`src/sv/ab_slot_boot_selector_core_macros.svh`:
```
// Assertion macros used by the boot selector top level.
`ifndef AB_SLOT_BOOT_SELECTOR_CORE_MACROS_SVH
`define AB_SLOT_BOOT_SELECTOR_CORE_MACROS_SVH

// Check a property on every rising clk edge outside of reset.
`define ABSBS_ASSERT(lbl, prop, msg) \
	lbl: assert property (@(posedge clk) disable iff (!arst_n) (prop)) else $error(msg);

// Check that a trigger in one cycle implies a consequence in the next.
`define ABSBS_ASSERT_NEXT(lbl, trig, cons, msg) \
	`ABSBS_ASSERT(lbl, (trig) |=> (cons), msg)

`endif

```
`src/sv/absbs_pkg.sv`:
```
// Types, codes and helpers shared by the boot selector modules.
`default_nettype none
package absbs_pkg;

	// Slot state codes
	localparam logic [2:0] ST_EMPTY   = 3'd0;
	localparam logic [2:0] ST_NEW     = 3'd1;
	localparam logic [2:0] ST_TESTING = 3'd2;
	localparam logic [2:0] ST_VALID   = 3'd3;
	localparam logic [2:0] ST_INVALID = 3'd4;

	// Commit register magic words
	localparam logic [31:0] MAGIC_COMMIT  = 32'h600D_C0DE;
	localparam logic [31:0] MAGIC_PENDING = 32'hBAAD_F00D;

	// Configuration register indexes
	localparam int unsigned CFG_IDX_W = 3;
	localparam logic [CFG_IDX_W-1:0] CFG_SRAM_LOW      = 3'd0;
	localparam logic [CFG_IDX_W-1:0] CFG_SRAM_HIGH     = 3'd1;
	localparam logic [CFG_IDX_W-1:0] CFG_SLOT_A_BASE   = 3'd2;
	localparam logic [CFG_IDX_W-1:0] CFG_SLOT_B_BASE   = 3'd3;
	localparam logic [CFG_IDX_W-1:0] CFG_SLOT_SIZE     = 3'd4;
	localparam logic [CFG_IDX_W-1:0] CFG_MAX_ATTEMPTS  = 3'd5;

	// Configuration reset values
	localparam logic [31:0] RST_SRAM_LOW      = 32'h2000_0000;
	localparam logic [31:0] RST_SRAM_HIGH     = 32'h2001_0000;
	localparam logic [31:0] RST_SLOT_A_BASE   = 32'h0801_0000;
	localparam logic [31:0] RST_SLOT_B_BASE   = 32'h0804_0000;
	localparam logic [31:0] RST_SLOT_SIZE     = 32'h0002_0000;
	localparam logic [7:0]  RST_MAX_ATTEMPTS  = 8'd3;

	localparam logic [7:0] ATTEMPT_SAT = 8'hFF;

	typedef struct packed {
		logic        wdog_flag;
		logic [31:0] commit_word;
		logic        update_done;
		logic [31:0] update_size;
		logic [31:0] update_crc;
		logic [31:0] crc_a;
		logic [31:0] stack_a;
		logic [31:0] entry_a;
		logic [31:0] crc_b;
		logic [31:0] stack_b;
		logic [31:0] entry_b;
	} absbs_in_t;

	typedef struct packed {
		logic        outcome;
		logic        boot_slot;
		logic        arm_pending;
		logic [2:0]  state_a;
		logic [2:0]  state_b;
		logic [31:0] sequence_out;
	} absbs_out_t;

	// Persistent boot metadata for both slots
	typedef struct packed {
		logic [2:0]  st_a;
		logic [2:0]  st_b;
		logic [7:0]  att_a;
		logic [7:0]  att_b;
		logic [31:0] size_a;
		logic [31:0] size_b;
		logic [31:0] icrc_a;
		logic [31:0] icrc_b;
		logic        act;
		logic [31:0] seq;
	} absbs_state_t;

	localparam absbs_state_t STATE_RST = '{
		st_a: ST_VALID, st_b: ST_EMPTY, att_a: 8'd0, att_b: 8'd0,
		size_a: 32'd0, size_b: 32'd0, icrc_a: 32'd0, icrc_b: 32'd0,
		act: 1'b0, seq: 32'd0
	};

	// A slot in one of these states may still be booted
	function automatic logic st_bootable(input logic [2:0] st);
		return (st == ST_NEW) || (st == ST_TESTING) || (st == ST_VALID);
	endfunction

endpackage
`default_nettype wire

```
`src/sv/absbs_apply_upd.sv`:
```
// Records a finished update in the inactive slot and makes it active.
`default_nettype none
module absbs_apply_upd (
	input  absbs_pkg::absbs_state_t cur,
	input  logic                    update_done,
	input  logic [31:0]             update_size,
	input  logic [31:0]             update_crc,
	output absbs_pkg::absbs_state_t nxt
);
	import absbs_pkg::*;

	always_comb begin
		nxt = cur;
		if (update_done) begin
			nxt.act = ~cur.act;
			nxt.seq = cur.seq + 32'd1;
			if (cur.act) begin
				nxt.st_a   = ST_NEW;
				nxt.att_a  = 8'd0;
				nxt.size_a = update_size;
				nxt.icrc_a = update_crc;
			end else begin
				nxt.st_b   = ST_NEW;
				nxt.att_b  = 8'd0;
				nxt.size_b = update_size;
				nxt.icrc_b = update_crc;
			end
		end
	end

endmodule
`default_nettype wire

```
`src/sv/absbs_slot_chk.sv`:
```
// Image checks of one slot: size, CRC, stack pointer range, entry vector.
`default_nettype none
module absbs_slot_chk (
	input  logic [31:0] image_size,
	input  logic [31:0] image_crc,
	input  logic [31:0] crc_calc,
	input  logic [31:0] stack_ptr,
	input  logic [31:0] entry_pc,
	input  logic [31:0] base,
	input  logic [31:0] capacity,
	input  logic [31:0] sram_low,
	input  logic [31:0] sram_high,
	output logic        ok
);
	logic [32:0] top;
	logic        size_ok, crc_ok, sp_ok, pc_ok;

	// Slot top is kept 33 bits wide so a slot reaching past 4 GiB does not wrap
	assign top     = {1'b0, base} + {1'b0, capacity};
	assign size_ok = (image_size != 32'd0) && (image_size <= capacity);
	assign crc_ok  = (crc_calc == image_crc);
	assign sp_ok   = (stack_ptr >= sram_low) && (stack_ptr <= sram_high);
	assign pc_ok   = entry_pc[0] && (entry_pc >= base) && ({1'b0, entry_pc} < top);
	assign ok      = size_ok && crc_ok && sp_ok && pc_ok;

endmodule
`default_nettype wire

```
`src/sv/absbs_decide.sv`:
```
// Probation, trial counting, rollback and recovery decision for one boot.
`default_nettype none
module absbs_decide (
	input  absbs_pkg::absbs_state_t cur,
	input  logic                    wdog_flag,
	input  logic [31:0]             commit_word,
	input  logic                    chk_a,
	input  logic                    chk_b,
	input  logic [7:0]              max_attempts,
	output absbs_pkg::absbs_state_t nxt,
	output absbs_pkg::absbs_out_t   res
);
	import absbs_pkg::*;

	always_comb begin
		logic       act, oth, chk_act, chk_oth, outcome, pend;
		logic [2:0] st_act, st_oth;
		logic [7:0] att_act, att_oth;
		logic [1:0] seq_inc;

		act     = cur.act;
		oth     = ~cur.act;
		st_act  = act ? cur.st_b : cur.st_a;
		st_oth  = act ? cur.st_a : cur.st_b;
		att_act = act ? cur.att_b : cur.att_a;
		att_oth = act ? cur.att_a : cur.att_b;
		chk_act = act ? chk_b : chk_a;
		chk_oth = act ? chk_a : chk_b;
		outcome = 1'b1;
		pend    = 1'b0;
		seq_inc = 2'd0;

		// Resolve a trial boot left on probation
		if (st_act == ST_TESTING) begin
			if (commit_word == MAGIC_COMMIT) begin
				st_act  = ST_VALID;
				att_act = 8'd0;
			end else if (wdog_flag || (commit_word == MAGIC_PENDING)) begin
				st_act = ST_INVALID;
			end
		end

		if (st_bootable(st_act) && chk_act) begin
			if (st_act == ST_NEW) begin
				st_act  = ST_TESTING;
				att_act = 8'd1;
			end else if (st_act == ST_TESTING) begin
				if (att_act != ATTEMPT_SAT) att_act = att_act + 8'd1;
				if (att_act > max_attempts) st_act = ST_INVALID;
			end
			if (st_act != ST_INVALID) begin
				seq_inc = 2'd1;
				pend    = (st_act == ST_TESTING);
				outcome = 1'b0;
			end
		end else begin
			st_act = ST_INVALID;
		end

		// Roll back to the other slot
		if (outcome) begin
			seq_inc = 2'd1;
			if (st_bootable(st_oth) && chk_oth) begin
				act     = oth;
				att_oth = 8'd0;
				if (st_oth == ST_NEW) begin
					st_oth  = ST_TESTING;
					att_oth = 8'd1;
				end
				seq_inc = 2'd2;
				pend    = (st_oth == ST_TESTING);
				outcome = 1'b0;
			end
		end

		nxt     = cur;
		nxt.act = act;
		nxt.seq = cur.seq + {30'd0, seq_inc};
		if (cur.act) begin
			nxt.st_b  = st_act;
			nxt.att_b = att_act;
			nxt.st_a  = st_oth;
			nxt.att_a = att_oth;
		end else begin
			nxt.st_a  = st_act;
			nxt.att_a = att_act;
			nxt.st_b  = st_oth;
			nxt.att_b = att_oth;
		end

		res.outcome      = outcome;
		res.boot_slot    = act;
		res.arm_pending  = outcome ? 1'b0 : pend;
		res.state_a      = nxt.st_a;
		res.state_b      = nxt.st_b;
		res.sequence_out = nxt.seq;
	end

endmodule
`default_nettype wire

```
`src/sv/ab_slot_boot_selector_core.sv`:
```
// Top level of the A/B slot boot selector with trial boots and rollback.
`default_nettype none
`include "ab_slot_boot_selector_core_macros.svh"
// Each input word describes one boot event: watchdog flag, commit register
// value, an optional finished update (size, CRC), and for both slots the
// computed CRC, initial stack pointer and reset vector. Each accepted word
// yields exactly one result word: recovery flag, slot to boot, whether the
// commit register is armed with the pending magic, both slot states and the
// metadata sequence number. Timing: a word is taken into the input register,
// the whole decision is made combinationally from there into the result
// register, and the result register loads once it is free or being drained;
// one word per cycle is sustained while out_ready stays high. That rate rests
// on the loop through the slot metadata registers: each boot reads what the
// previous one wrote. The input register holds a word while a finished
// result waits on out_ready.
// Configuration registers (cfg_idx): 0 sram_low, 1 sram_high, 2 slot_a_base,
// 3 slot_b_base, 4 slot capacity, 5 max_attempts (low 8 bits); other indexes
// are ignored. Write them only while the block is idle.
module ab_slot_boot_selector_core (
	input  logic                              clk,
	input  logic                              arst_n,
	input  logic                              cfg_we,
	input  logic [absbs_pkg::CFG_IDX_W-1:0]   cfg_idx,
	input  logic [31:0]                       cfg_wdata,
	input  logic                              in_valid,
	output logic                              in_ready,
	input  absbs_pkg::absbs_in_t              in_data,
	output logic                              out_valid,
	input  logic                              out_ready,
	output absbs_pkg::absbs_out_t             out_data
);
	import absbs_pkg::*;

	// Configuration registers
	logic [31:0] sram_low_q, sram_high_q, slot_a_base_q, slot_b_base_q, slot_cap_q;
	logic [7:0]  max_attempts_q;

	// Pipeline and metadata
	logic         valid_s1, valid_s2;
	absbs_in_t    in_s1;
	absbs_out_t   out_s2;
	absbs_state_t meta_q, meta_upd, meta_nxt;
	absbs_out_t   res;
	logic         chk_a, chk_b, advance;
	logic [2:0]   booted_st;
	logic         boot_st_ok;

	// Advance the input word when the result register is free or being drained
	assign advance   = valid_s1 && (!valid_s2 || out_ready);
	assign in_ready  = !valid_s1 || advance;
	assign out_valid = valid_s2;
	assign out_data  = out_s2;

	always_ff @(posedge clk or negedge arst_n) begin
		if (!arst_n) begin
			sram_low_q      <= RST_SRAM_LOW;
			sram_high_q     <= RST_SRAM_HIGH;
			slot_a_base_q   <= RST_SLOT_A_BASE;
			slot_b_base_q   <= RST_SLOT_B_BASE;
			slot_cap_q      <= RST_SLOT_SIZE;
			max_attempts_q  <= RST_MAX_ATTEMPTS;
		end else if (cfg_we) begin
			case (cfg_idx)
				CFG_SRAM_LOW:      sram_low_q      <= cfg_wdata;
				CFG_SRAM_HIGH:     sram_high_q     <= cfg_wdata;
				CFG_SLOT_A_BASE:   slot_a_base_q   <= cfg_wdata;
				CFG_SLOT_B_BASE:   slot_b_base_q   <= cfg_wdata;
				CFG_SLOT_SIZE:     slot_cap_q      <= cfg_wdata;
				CFG_MAX_ATTEMPTS:  max_attempts_q  <= cfg_wdata[7:0];
				default: begin
				end
			endcase
		end
	end

	// Input register: load on acceptance, drop valid when the word moves on
	always_ff @(posedge clk or negedge arst_n) begin
		if (!arst_n) begin
			valid_s1 <= 1'b0;
		end else if (in_ready) begin
			valid_s1 <= in_valid;
		end
	end

	always_ff @(posedge clk) begin
		if (in_valid && in_ready) begin
			in_s1 <= in_data;
		end
	end

	// Result register and slot metadata both advance with the word
	always_ff @(posedge clk or negedge arst_n) begin
		if (!arst_n) begin
			valid_s2 <= 1'b0;
			meta_q   <= STATE_RST;
		end else begin
			if (advance) begin
				valid_s2 <= 1'b1;
				meta_q   <= meta_nxt;
			end else if (out_ready) begin
				valid_s2 <= 1'b0;
			end
		end
	end

	always_ff @(posedge clk) begin
		if (advance) begin
			out_s2 <= res;
		end
	end

	// Update first: the checks below see the freshly recorded size and CRC
	absbs_apply_upd u_apply_upd (
		.cur         (meta_q),
		.update_done (in_s1.update_done),
		.update_size (in_s1.update_size),
		.update_crc  (in_s1.update_crc),
		.nxt         (meta_upd)
	);

	absbs_slot_chk u_chk_a (
		.image_size (meta_upd.size_a),
		.image_crc  (meta_upd.icrc_a),
		.crc_calc   (in_s1.crc_a),
		.stack_ptr  (in_s1.stack_a),
		.entry_pc   (in_s1.entry_a),
		.base       (slot_a_base_q),
		.capacity   (slot_cap_q),
		.sram_low   (sram_low_q),
		.sram_high  (sram_high_q),
		.ok         (chk_a)
	);

	absbs_slot_chk u_chk_b (
		.image_size (meta_upd.size_b),
		.image_crc  (meta_upd.icrc_b),
		.crc_calc   (in_s1.crc_b),
		.stack_ptr  (in_s1.stack_b),
		.entry_pc   (in_s1.entry_b),
		.base       (slot_b_base_q),
		.capacity   (slot_cap_q),
		.sram_low   (sram_low_q),
		.sram_high  (sram_high_q),
		.ok         (chk_b)
	);

	absbs_decide u_decide (
		.cur          (meta_upd),
		.wdog_flag    (in_s1.wdog_flag),
		.commit_word  (in_s1.commit_word),
		.chk_a        (chk_a),
		.chk_b        (chk_b),
		.max_attempts (max_attempts_q),
		.nxt          (meta_nxt),
		.res          (res)
	);

	// State of the slot named in the result word
	assign booted_st  = out_data.boot_slot ? out_data.state_b : out_data.state_a;
	assign boot_st_ok = (booted_st == ST_TESTING) || (booted_st == ST_VALID);

	// Recovery never arms the commit register
	`ABSBS_ASSERT(a_recovery_no_arm, (out_valid && out_data.outcome) |-> !out_data.arm_pending, "recovery armed")

	// A booted slot is on trial or known good
	`ABSBS_ASSERT(a_boot_state, (out_valid && !out_data.outcome) |-> boot_st_ok, "bad booted slot state")

	// Every boot moves the sequence number
	`ABSBS_ASSERT_NEXT(a_seq_moves, advance, meta_q.seq != $past(meta_q.seq), "sequence stuck")

endmodule
`default_nettype wire
```
`config.mk`:
```
export PLATFORM = sky130hd
export DESIGN_NAME = ab_slot_boot_selector_core
export DESIGN_NICKNAME = d
export VERILOG_FILES = /design/src/sv/absbs_pkg.sv /design/src/sv/absbs_apply_upd.sv /design/src/sv/absbs_slot_chk.sv /design/src/sv/absbs_decide.sv /design/src/sv/ab_slot_boot_selector_core.sv
export VERILOG_INCLUDE_DIRS = /design/src /design/src/sv
export SDC_FILE = /design/constraint.sdc
export NUM_CORES = 2
export LEC_CHECK = 0
export BUFFER_PORTS_ARGS = -buffer_cell sky130_fd_sc_hd__buf_2
export CAP_MARGIN = 20
export CORE_UTILIZATION = 35
export CTS_BUF_LIST = sky130_fd_sc_hd__clkbuf_8 sky130_fd_sc_hd__clkbuf_16
export DETAILED_ROUTE_END_ITERATION = 10
export HOLD_SLACK_MARGIN = 0.05
export PLACE_DENSITY = 0.48
export SETUP_SLACK_MARGIN = 0.15
export SYNTH_ARGS = -nofsm -noshare
export SYNTH_HDL_FRONTEND = slang
export SYNTH_SLANG_ARGS = --single-unit
export TNS_END_PERCENT = 1
```
`constraint.sdc`:
```
create_clock -name clk -period 11.9 [get_ports clk]
set_clock_uncertainty 0.15 [all_clocks]
set_input_delay 0.595 -clock clk [delete_from_list [all_inputs] [get_ports clk]]
set_output_delay 0.595 -clock clk [all_outputs]
set_load 0.05 [all_outputs]
```
## Word level (Yosys, flattened, before mapping)

Index checks and enable logic that the tools add are counted.

| storage, ports and cells | value |
|---|---|
| register bits after elaboration | 684 |
| input bits | 330 |
| word-level logic and storage cells | 167 |

| cells by class | value |
|---|---|
| add/subtract/negate cells | 5 |
| $lt $le $gt $ge | 11 |
| eq/ne operators | 20 |
| muxes and demuxes | 57 |
| bitwise logic cells | 2 |
| reductions and logical operators | 37 |

Operators with widths:

| kind | count |
|---|---|
| 183-bit 2-to-1 mux | 1 |
| 32-bit greater-or-equal comparator | 4 |
| 32-bit less-or-equal comparator | 4 |
| 32-bit 2-to-1 mux | 4 |
| 8-bit 2-to-1 mux | 15 |
| 32-bit by 32-bit adder with 33-bit output | 2 |
| 32-bit by 33-bit less-than comparator with 1-bit output | 2 |
| 32-bit equality test | 2 |
| 32-bit nonzero test | 2 |
| 3-bit 2-to-1 mux | 17 |
| 32-bit by 1-bit adder with 32-bit output (second input constant) | 1 |
| 32-bit by 2-bit adder with 32-bit output | 1 |
| 32-bit by 31-bit equality test with 1-bit output (second input constant) | 1 |
| 32-bit equality test (second input constant) | 1 |
| 3-bit by 2-bit equality test with 1-bit output (second input constant) | 9 |
| 22-bit 2-to-1 mux | 1 |
| 1-bit logical AND | 18 |
| 1-bit 2-to-1 mux | 16 |
| 2-bit AND reduction | 6 |
| 3-bit by 1-bit equality test with 1-bit output (second input constant) | 3 |
| 8-bit by 1-bit adder with 8-bit output (second input constant) | 1 |
| 8-bit greater-than comparator | 1 |
| 8-bit != test (second input constant) | 1 |
| 1-bit logical OR | 7 |
| other kinds (7) | 12 |

## Depth between registers and ports, before layout

| depth | value |
|---|---|
| word-level depth | 23 |
| depth in mapped cells | 35 |
| depth with buffers taken out | 34 |

## Modules after synthesis

From an unflattened synthesis, not the netlist that was laid out.

| unflattened totals | value |
|---|---|
| cell total of the unflattened synthesis | 3443 |
| area total of the unflattened synthesis | 41257.1 um2 |

Modules (own cells, without submodules):

| module | times used | cells an instance | area an instance (um2) | seq. area each (um2) |
|---|---|---|---|---|
| ab_slot_boot_selector_core | 1 | 1087 | 23596.4 | 18788.0 |
| absbs_slot_chk (u_chk_b) | 1 | 804 | 5914.4 | 0.0 |
| absbs_slot_chk (u_chk_a) | 1 | 798 | 5900.7 | 0.0 |
| absbs_decide | 1 | 492 | 3519.6 | 0.0 |
| absbs_apply_upd | 1 | 262 | 2326.0 | 0.0 |

## Worst setup path after synthesis

OpenSTA, ideal clock, no wires.

| timing path | value |
|---|---|
| path type | flip-flop to flip-flop |
| start point | reg valid_s2, in the netlist out_valid |
| end point | reg in_s1[0] (netlist bit), enable pin |
| arrival time | 7.748 ns |
| required time | 11.063 ns |
| slack | 3.315 ns |
| cell stages (with the launch flop) | 3 |
| path buffers | 0 |
| cell sequence | dfrtp_1 nand3b_1 and2_1 |

| between the ends | value |
|---|---|
| longest elaborated chain between the ends | 5 |

Ends and longest elaborated chain:

| element | RTL line | text |
|---|---|---|
| start: declaration | ab_slot_boot_selector_core.sv:39 | `logic valid_s1, valid_s2;` |
| start signal: assignment | ab_slot_boot_selector_core.sv:94 | `valid_s2 <= 1'b0;` |
| start signal: assignment | ab_slot_boot_selector_core.sv:98 | `valid_s2 <= 1'b1;` |
| start signal: assignment | ab_slot_boot_selector_core.sv:101 | `valid_s2 <= 1'b0;` |
| 1-bit zero test | ab_slot_boot_selector_core.sv:49 | `assign advance = valid_s1 && (!valid_s2 \|\| out_ready);` |
| 1-bit logical OR | ab_slot_boot_selector_core.sv:49 |  |
| 1-bit logical AND | ab_slot_boot_selector_core.sv:49 |  |
| 1-bit logical OR | ab_slot_boot_selector_core.sv:50 | `assign in_ready = !valid_s1 \|\| advance;` |
| named net in_ready | ab_slot_boot_selector_core.sv:26 | `output logic in_ready,` |
| 1-bit logical AND | ab_slot_boot_selector_core.sv:86 | `if (in_valid && in_ready) begin` |
| end signal: assignment | ab_slot_boot_selector_core.sv:87 | `in_s1 <= in_data;` |
| end: declaration | ab_slot_boot_selector_core.sv:40 | `absbs_in_t in_s1;` |

The timed path passes the listed nets, and every way through them passes these cells.
A chain may end at the register's enable or synchronous reset.

==> flow_metrics.env <==
export IMPL_drtIter0Drc=2076
export IMPL_rsz0062_at_grt="false"
export IMPL_cts_buffer_depth=3
export IMPL_regToRegSetupSlack_ns=2.81
export IMPL_hp_start="cfg_wdata[8]"
export IMPL_maxCapViolCount=0
export IMPL_die_width_um=336
export IMPL_power_total_mw=8.96
export IMPL_grt_max_degree=74
export IMPL_cp_start_kind="flop"
export IMPL_synthArstFlopShare=0.516
export IMPL_crit_reg2reg_launch="meta_q[32]"
export IMPL_internal_power_mw=5.76
export IMPL_synth_most_common_cell="nand2_1"
export IMPL_cts_resized_gates=0
export IMPL_finalSetupViolations=0
export IMPL_numClockSinks=684
export IMPL_max_stage_delay_ns=1.02
export IMPL_wl_per_cell_um=20.9
export IMPL_ys_seq_area_frac=0.482
export IMPL_ios=373
export IMPL_pwr_share_seq=0.367
export IMPL_synth_top_area_frac=0.255
export IMPL_hp_class="in2reg"
export IMPL_ir_worst_vdd_mv=0.127
export IMPL_endpoint_kind="flop"
export IMPL_outcome="finished, final reports clean"
export IMPL_synth_area_per_cell_um2=10.3
export IMPL_yosys_warnings=0
export IMPL_cp_num_buf_inv=1
export IMPL_cts_buffers=82
export IMPL_first_global_vias=30698
export IMPL_drc=0
export IMPL_power_leakage_nw=21.3
export IMPL_synth_top_flop_cell="dfrtp_1"
export IMPL_routed_wl_um=126000
export IMPL_fp_dieArea_mm2=0.113
export IMPL_crit_fanout=38
export IMPL_coreArea_mm2=0.111
export IMPL_area_growth_pct=24.0
export IMPL_finalSetupTns_ns=0
export IMPL_netSwitchingFraction=0.357
export IMPL_syn_num_nets=4516
export IMPL_dr_pass1_iters=5
export IMPL_cts_tree="yes"
export IMPL_post_dp_hpwl_um=95000
export IMPL_ys_top_cells_by_count="nand2_1, ha_1, dfrtp_1"
export IMPL_p_comb_frac=0.340
export IMPL_grt_overflow_total=0
export IMPL_p_per_area_mw_per_mm2=185
export IMPL_postCtsSetupBuffers=0
export IMPL_port_buffers=372
export IMPL_gp_congestion=0.888
export IMPL_drv_slew=0
export IMPL_reg2reg_depth=23
export IMPL_path_cells="buf_4 -> nand2b_2 -> nand2_1 -> nand2_1 -> ha_1 -> nand4_1 -> nor3_1 -> a221oi_1 -> nor3b_1 -> a2bb2oi_1 -> or4b_1 -> or4b_4 -> o32ai_2 -> a32oi_4 -> ha_1 -> a21oi_1 -> nor4_1 -> nand2_1 -> nor3_1 -> nor3b_1 -> nor3b_1 -> xnor2_1 -> mux2_2"
export IMPL_tightest_slew_ns=1.24
export IMPL_synth_distinct_cells=84
export IMPL_synthCells=3789
export IMPL_critPathKind="reg2reg"
export IMPL_insertion_delay_ns=0.67
export IMPL_routed_via_density=5.10
export IMPL_hold_worst_slack_ns=0.112
export IMPL_grt_pass1_wl_um=189000
export IMPL_slowest_stage="nor3b_1"
export IMPL_grt_antenna_before_repair=16
export IMPL_cp_required_ns=12.29
export IMPL_ant_nets=0
export IMPL_htreeDepth=3
export IMPL_fin_nets=5191
export IMPL_slew_headroom=0.170
export IMPL_start_util=0.353
export IMPL_yosys_area_top_type="edfxtp_1"
export IMPL_ys_top_cells_by_area="edfxtp_1, dfrtp_1, ha_1"
export IMPL_dp_cells=5572
export IMPL_num_rows=122
export IMPL_cts_root_buf="clkbuf_16"
export IMPL_final_cells=6022
export IMPL_hold_viol_final=0
export IMPL_timing_final_crit_period_ns=9.09
export IMPL_synth_cell_area_mm2=0.0390
export IMPL_cp_top_family="simple AND/OR/NAND/NOR gates"
export IMPL_fmax_ghz=0.110
export IMPL_vias=30728
export IMPL_layout_drive_gt1_share=0.152
export IMPL_synth_seq_cells=684
export IMPL_arrival_ns=9.48
export IMPL_min_path_cells=3
export IMPL_switchingPower_mw=3.20
export IMPL_reg2reg_to="meta_q[31]"
export IMPL_synth_edff_count=331
export IMPL_track_usage=0.223
export IMPL_clock_power_share=0.293
export IMPL_worstHoldEndpoint="sram_low_q[8]"
export IMPL_fin_crit_sh=0.764
export IMPL_hold_buffers=294
export IMPL_die_h_um=336
export IMPL_clk_pin_slew_worst_paths_ns=0.06
worst max-delay path by stage:
stage                        startpoint         end  cells past startpoint
after global routing      slot_cap_q[0]  meta_q[31]                     31
after global placement       meta_q[32]  meta_q[31]                     23
after detailed placement     meta_q[32]  meta_q[31]                     23
final                        meta_q[32]  meta_q[31]                     23
after CTS                    meta_q[32]  meta_q[31]                     23
after floorplan               out_valid    in_s1[0]                      2
cell families after synthesis:
| family | share of synthesized area |
|---|---|
| multiplexers | 0.0409 |
| adder cells (fa/ha/maj) | 0.128 |
| XOR/XNOR | 0.0382 |
| buffers and inverters | 0.0354 |
| AO/OA/AOI/OAI | 0.123 |
| flip-flops | 0.482 |
| AND/OR/NAND/NOR | 0.152 |
per-layer routing:
| metal | vias up | wire length, µm | global-route usage |
|---|---|---|---|
| li1 | 15106 | - | - |
| met3 | 161 | 6330 | 0.0350 |
| met1 | 14704 | 57700 | 0.303 |
| met2 | 749 | 58800 | 0.367 |
| met5 | - | 47 | 0 |
| met4 | 8 | 3040 | 0.0598 |
power by group through the flow:
stage,Combinational [mW],Sequential [mW],Clock [mW]
final,3.05,3.29,2.63
after global routing,3.45,3.34,2.78
after CTS,3.05,3.28,2.71
after detailed placement,2.96,3.32,0
after global placement,2.93,3.33,0
after floorplan,2.10,3.26,0
flip-flops by register name (all words and copies together), names as in the netlist:
register        count
meta_q            183
out_valid           1
valid_s1            1
sram_low_q         32
slot_cap_q         32
sram_high_q        32
slot_a_base_q      32
max_attempts_q      8
slot_b_base_q      32
out_data           41
in_s1             290
worst register-to-register path: stages (launching register included):
cell and delay [ns]:
dfrtp_1 0.32, buf_4 0.41, nand2b_2 0.88, nand2_1 0.12, nand2_1 0.12, ha_1 0.26
nand4_1 0.23, nor3_1 0.09, a221oi_1 0.25, nor3b_1 1.02, a2bb2oi_1 0.57, or4b_1 0.61
or4b_4 0.59, o32ai_2 0.46, a32oi_4 0.25, ha_1 0.35, a21oi_1 0.07, nor4_1 0.41
nand2_1 0.23, nor3_1 0.31, nor3b_1 0.57, nor3b_1 0.31, xnor2_1 0.11, mux2_2 0.27
stage by stage:
stage          worst slack, ns  instance area, µm²   util
6_report                  2.81               48300  0.437
4_1_cts                   3.02               48300  0.437
3_5_place_dp              3.08               42600  0.385
5_1_grt                   2.31               48300  0.437
3_3_place_gp              3.16               42600  0.385
2_1_floorplan             3.31               39000      -
layout make-up:
cell class / instances / area, µm²
multi-input combinational: 2746 / 18900
antenna: 1 / 2.50
clock inverter: 59 / 569
timing repair buffer: 697 / 5040
fill: 10698 / 62200
clock buffer: 94 / 2240
sequential: 684 / 18800
tap: 1488 / 1860
inverter: 253 / 952
cells in the final DEF (no fill, tap or decap), types with 29 or more instances in the layout:
master,instances
edfxtp_1,331
nand4_1,74
clkbuf_16,84
nor2_1,101
dfrtp_1,341
buf_2,373
a21oi_1,205
inv_1,271
nand3_1,80
a21o_1,64
o21ai_0,265
xor2_1,72
mux2_2,105
nor4_1,66
nor2b_1,37
ha_1,394
xnor2_1,98
buf_4,29
nor3_1,38
nand2_1,696
mux2i_1,41
dlygate4sd3_1,294
No activity file was read; power rests on OpenSTA's default activity.
